==> src/sv/twma_pkg.sv <==
// ----------------------------------------------------------------------------
// twma_pkg
// Shared constants and controller/datapath interface types for the
// time weighted moving average block.
// ----------------------------------------------------------------------------
`default_nettype none

package twma_pkg;

  localparam int DEF_MAX_WINDOW = 255;
  localparam int DEF_VALUE_BITS = 16;
  localparam int DEF_TIME_BITS  = 32;

  localparam int ACC_BITS     = 64;
  localparam int CFG_BITS     = 8;
  localparam int MIN_WINDOW   = 2;
  localparam int WINDOW_RESET = 2;

  // commands from the controller, at most one active per cycle
  typedef struct packed {
    logic capture;
    logic start;
    logic rd_a;
    logic rd_b;
    logic lat_b;
    logic mul_old;
    logic sub_old;
    logic mul_new;
    logic add_new;
    logic mag;
    logic check;
    logic div_step;
    logic writeback;
    logic out_load;
  } cmd_t;

  typedef struct packed {
    logic start;
    logic full;
    logic need_div;
    logic div_last;
    logic out_busy;
  } status_t;

endpackage

`default_nettype wire

==> src/sv/twma_ctrl.sv <==
// ----------------------------------------------------------------------------
// twma_ctrl
// Sequencer for one sample: window retire, new segment, divide, write back.
// ----------------------------------------------------------------------------
`default_nettype none

module twma_ctrl (
  input  wire logic             clk,
  input  wire logic             rst,
  input  wire logic             in_valid,
  output logic                  in_ready,
  input  wire twma_pkg::status_t st,
  output twma_pkg::cmd_t        cmd
);

  typedef enum logic [13:0] {
    S_IDLE    = 14'b00000000000001,
    S_START   = 14'b00000000000010,
    S_RD_A    = 14'b00000000000100,
    S_RD_B    = 14'b00000000001000,
    S_LAT_B   = 14'b00000000010000,
    S_MUL_OLD = 14'b00000000100000,
    S_SUB_OLD = 14'b00000001000000,
    S_MUL_NEW = 14'b00000010000000,
    S_ADD_NEW = 14'b00000100000000,
    S_MAG     = 14'b00001000000000,
    S_CHECK   = 14'b00010000000000,
    S_DIV     = 14'b00100000000000,
    S_WB      = 14'b01000000000000,
    S_DONE    = 14'b10000000000000
  } state_t;

  state_t state;
  state_t state_next;

  assign in_ready = (state == S_IDLE);

  always_ff @(posedge clk) begin
    if (rst) begin
      state <= S_IDLE;
    end else begin
      state <= state_next;
    end
  end

  always_comb begin
    state_next = state;
    cmd        = '0;
    case (state)
      S_IDLE: begin
        if (in_valid) begin
          cmd.capture = 1'b1;
          if (st.start) begin
            state_next = S_START;
          end else if (st.full) begin
            state_next = S_RD_A;
          end else begin
            state_next = S_MUL_NEW;
          end
        end
      end
      S_START: begin
        cmd.start  = 1'b1;
        state_next = S_WB;
      end
      S_RD_A: begin
        cmd.rd_a   = 1'b1;
        state_next = S_RD_B;
      end
      S_RD_B: begin
        cmd.rd_b   = 1'b1;
        state_next = S_LAT_B;
      end
      S_LAT_B: begin
        cmd.lat_b  = 1'b1;
        state_next = S_MUL_OLD;
      end
      S_MUL_OLD: begin
        cmd.mul_old = 1'b1;
        state_next  = S_SUB_OLD;
      end
      S_SUB_OLD: begin
        cmd.sub_old = 1'b1;
        state_next  = S_MUL_NEW;
      end
      S_MUL_NEW: begin
        cmd.mul_new = 1'b1;
        state_next  = S_ADD_NEW;
      end
      S_ADD_NEW: begin
        cmd.add_new = 1'b1;
        state_next  = S_MAG;
      end
      S_MAG: begin
        cmd.mag    = 1'b1;
        state_next = S_CHECK;
      end
      S_CHECK: begin
        cmd.check  = 1'b1;
        state_next = st.need_div ? S_DIV : S_WB;
      end
      S_DIV: begin
        cmd.div_step = 1'b1;
        if (st.div_last) begin
          state_next = S_WB;
        end
      end
      S_WB: begin
        cmd.writeback = 1'b1;
        state_next    = S_DONE;
      end
      S_DONE: begin
        if (!st.out_busy) begin
          cmd.out_load = 1'b1;
          state_next   = S_IDLE;
        end
      end
      default: begin
        state_next = S_IDLE;
      end
    endcase
  end

endmodule

`default_nettype wire

==> config.mk <==
export PLATFORM = sky130hd
export DESIGN_NAME = twma_ctrl
export DESIGN_NICKNAME = d
export VERILOG_FILES = /design/src/sv/twma_pkg.sv /design/src/sv/twma_ctrl.sv
export SDC_FILE = /design/constraint.sdc
export NUM_CORES = 1
export LEC_CHECK = 0
export BUFFER_PORTS_ARGS = -buffer_cell sky130_fd_sc_hd__clkbuf_2
export CELL_PAD_IN_SITES_DETAIL_PLACEMENT = 0
export CELL_PAD_IN_SITES_GLOBAL_PLACEMENT = 2
export CORE_MARGIN = 1
export CORE_UTILIZATION = 31
export CTS_BUF_LIST = sky130_fd_sc_hd__clkbuf_16
export DETAILED_ROUTE_END_ITERATION = 16
export GPL_ROUTABILITY_DRIVEN = 0
export GPL_TIMING_DRIVEN = 0
export PLACE_DENSITY = 0.84
export SETUP_SLACK_MARGIN = 0.2
export SLEW_MARGIN = 40
export SYNTH_ARGS = -nofsm -noshare
export SYNTH_HDL_FRONTEND = slang
export SYNTH_SLANG_ARGS = --single-unit
==> constraint.sdc <==
create_clock -name clk -period 2.25 [get_ports clk]
set_input_delay 0.225 -clock clk [delete_from_list [all_inputs] [get_ports clk]]
set_output_delay 0.225 -clock clk [all_outputs]
set_load 0.02 [all_outputs]
==> impl_metrics.csv <==
group,metric,value,unit
timing,period_share,0.9153,
clock_tree,clkSinkCount,14,
final_layout,reg.largest.list,"state: 14 flops",
routing,routed-wl-met3,128,um
timing,tns,0,ns
routing,wirelength,2643,um
routing,wire_per_inst,13.62,um
final_layout,stdcell_area,0.001409,mm^2
power,p_per_area,577.0,mW/mm^2
synth,synthMuxAreaShare,0,
global_route,grt-ovfl-total,0,
timing,hold_viol_final,0,
synth,ys_warn_count,0,
routing,viasPerCell,5.015,
synth,syn_avg_cell_area,8.982,um^2
critical_path,r2r_start,"state[2]",
worst_hold_path,hp-class,"input pin to register",
clock_tree,cts_made_buffers,3,
critical_path,cp_cell_sequence,"buf_6, nor4_4, nand3_4, nor3_4, and3_2, clkbuf_2",
global_route,grt_antenna_before_repair,0,
critical_path,crit_type,"register to primary output",
final_layout,diodes,0,
critical_path,path_buf_inv,2,
routing,first_pass_iters,6,
routing,wl_met1,1215,um
synth,synth_xor_xnor_area_share,0.03483,
worst_hold_path,hp-start,"st[4]",
critical_path,reg2reg_slack,0.27,ns
critical_path,slowest_delay,0.37,ns
power,total_power,0.8129,mW
critical_path,ff2ff_path_depth,8,
timing,slew_viol_final,0,
die,core_area,0.003078,mm^2
routing,vias,973,
timing,skew,0.002936,ns
critical_path,worstSetupEndpointType,"primary output",
final_layout,registers.top_by_ff_count,"state",
die,initial_core_util,0.3268,
synth,synth-seq-cells,14,
die,die-area,0.003477,mm^2
synth,syn_inst,112,
flow_run,drv_cap,0,
critical_path,cp_data_required_time,2.03,ns
clock_tree,clock_latency,0.25,ns
critical_path,critPathMaxFanout,7,
timing,fmax,485.6,MHz
synth,netlist_area,0.001006,mm^2
timing,worst_pin_slew,0.4587,ns
clock_tree,htree_levels,1,
final_layout,largest_reg_flops,14,
timing,min_period,2.059,ns
synth,synth_top_area_share,0.2786,
synth,synth_simple_gate_area_frac,0.5162,
clock_tree,cts_hold_buf,0,
timing,slew_headroom,0.6918,
routing,drc,0,
critical_path,setup.worst_path.end,"cmd[3]",
global_route,grt_pass1_wl,4084,um
clock_tree,cts_buffer_depth,2,
routing,drtAntennaViolNets,0,
final_layout,layout_commonest_cell,"clkbuf_2",
synth,synthDistinctLibCells,38,
clock_tree,clkTransAtPathRegs,0.05,ns
synth,synth_compound_area_frac,0.09204,
die,die_h,58.97,um
final_layout,areaGrowthSynthToFinish,40.05,%
clock_tree,root_buffer,"clkbuf_16",
placement,dpl.hpwl,1808,um
timing,rsz0062_at_grt,"yes",
synth,synthAdderAreaFrac,0,
run_status,outcome,"finished clean",
critical_path,cp_top_family,"simple AND/OR/NAND/NOR gates",
synth,synth_area_leaders,"dfxtp_1, nor4_4, buf_6, nor2_1, nor3_2",
critical_path,worst-path-stages,6,
routing,met2_wirelength,1250,um
global_route,grt_max_degree,11,
final_layout,nFillCells,317,
die,rows,20,
synth,yosysSeqAreaShare,0.2786,
final_layout,drive_gt1_frac,0.4667,
synth,synth.net_count,120,
routing,highest_layer,"met4",
global_route,grt_usage,0.1612,
critical_path,regToRegEndpoint,"state[7]",
timing,holdWs,0.1765,ns
power,power_leakage,0.5944,nW
power,max-vdd-ir-drop,0.2135,mV
synth,synth_top_area_cell,"dfxtp_1",
placement,portBuffers,22,
critical_path,arrival,1.83,ns
die,die_w,58.97,um
synth,synth_top_family_by_area,"simple AND/OR/NAND/NOR gates",
critical_path,startpoint,"state[2]",
placement,dpl_cell_area,0.001171,mm^2
critical_path,slowest_stage,"nor4_4",
global_route,first_global_vias,864,
critical_path,start_kind,"register",
die,pin_count,23,
final_layout,layout_common_cells,"clkbuf_2, nor2_1, buf_4, dfxtp_1",
timing,setup_viol,0,
clock_tree,cts_tree,"done",
routing,drtIter0Drc,43,
final_layout,nNetsFinal,159,
[layout make-up]
cell class	count	area, um^2	area share
Multi-Input combinational cell	88	693.2	0.4920
Buffer	6	67.56	0.04796
Tap cell	44	55.05	0.03908
Timing Repair Buffer	34	217.7	0.1545
Clock inverter	1	3.754	0.002664
Sequential cell	14	281.5	0.1998
Inverter	4	15.01	0.01066
Clock buffer	3	75.07	0.05329
[worst min path at each step]
| stage | to | slack (ns) | cells after the start |
|---|---|---|---|
| floorplan | state[11] | 0.29 | 1 |
| global placement | state[2] | 0.43 | 2 |
| detailed placement | state[2] | 0.44 | 2 |
| CTS | state[2] | 0.18 | 2 |
| global route | state[2] | 0.18 | 2 |
| finish | state[2] | 0.18 | 2 |
[routing by layer]
| metal | vias up | GRT usage |
|---|---|---|
| li1 | 496 | - |
| met5 | - | 0 |
| met4 | 0 | 0.08163 |
| met2 | 28 | 0.2549 |
| met1 | 442 | 0.2100 |
| met3 | 7 | 0.02857 |
[cell families (layout without fill, tap and decap cells)]
group | after synthesis | in the layout
AOI/OAI and AO/OA | 15 | 15
buffers and inverters | 10 | 48
and+or+nand+nor | 69 | 69
DFF | 14 | 14
xor gates and xnor gates | 4 | 4
[per-stage QoR]
stage,cells,utilization,setup WS [ns]
6_report,194,0.4577,0.1906
5_1_grt,194,0.4577,0.1377
4_1_cts,187,0.4313,0.1155
3_5_place_dp,178,0.3805,0.2365
3_3_place_gp,178,0.3805,0.2384
2_1_floorplan,112,-,0.2962
[Yosys cell counts]
library cell and count:
o21ai_1 1, nor2_1 15, nand3_2 1, nor2_2 1, and3_1 2, a21oi_1 2
and2_1 1, nor4_2 2, a311o_1 1, a311oi_1 1, o21ai_0 7, nand3_1 3
inv_2 1, and3b_1 2, nand4_2 1, a31oi_1 1, nor4_4 4, dfxtp_1 14
nand3b_1 1, nor3b_2 1, nand2_1 5, nor3b_1 3, a41oi_1 1, inv_1 3
o21ai_2 1, or3_1 2, nor3_2 4, xor2_1 4, buf_6 5, nand4b_1 3
and4b_1 2, nor4b_1 4, nor3_1 7, nand4_1 1, buf_4 1, nor2_4 1
or4b_2 1, and3_2 2
[where the power goes]
group	total (mW)	switching [mW]	internal, mW
registers	0.267	0.0119	0.255
logic	0.193	0.109	0.0845
clock network	0.353	0.116	0.236
[what timing repair did]
action                     4_1_cts  5_1_grt
resized for setup               10        8
pin swaps                        5        7
setup endpoints to repair       10       18
setup buffers                    5        7
No activity file was read; power rests on OpenSTA's default activity.
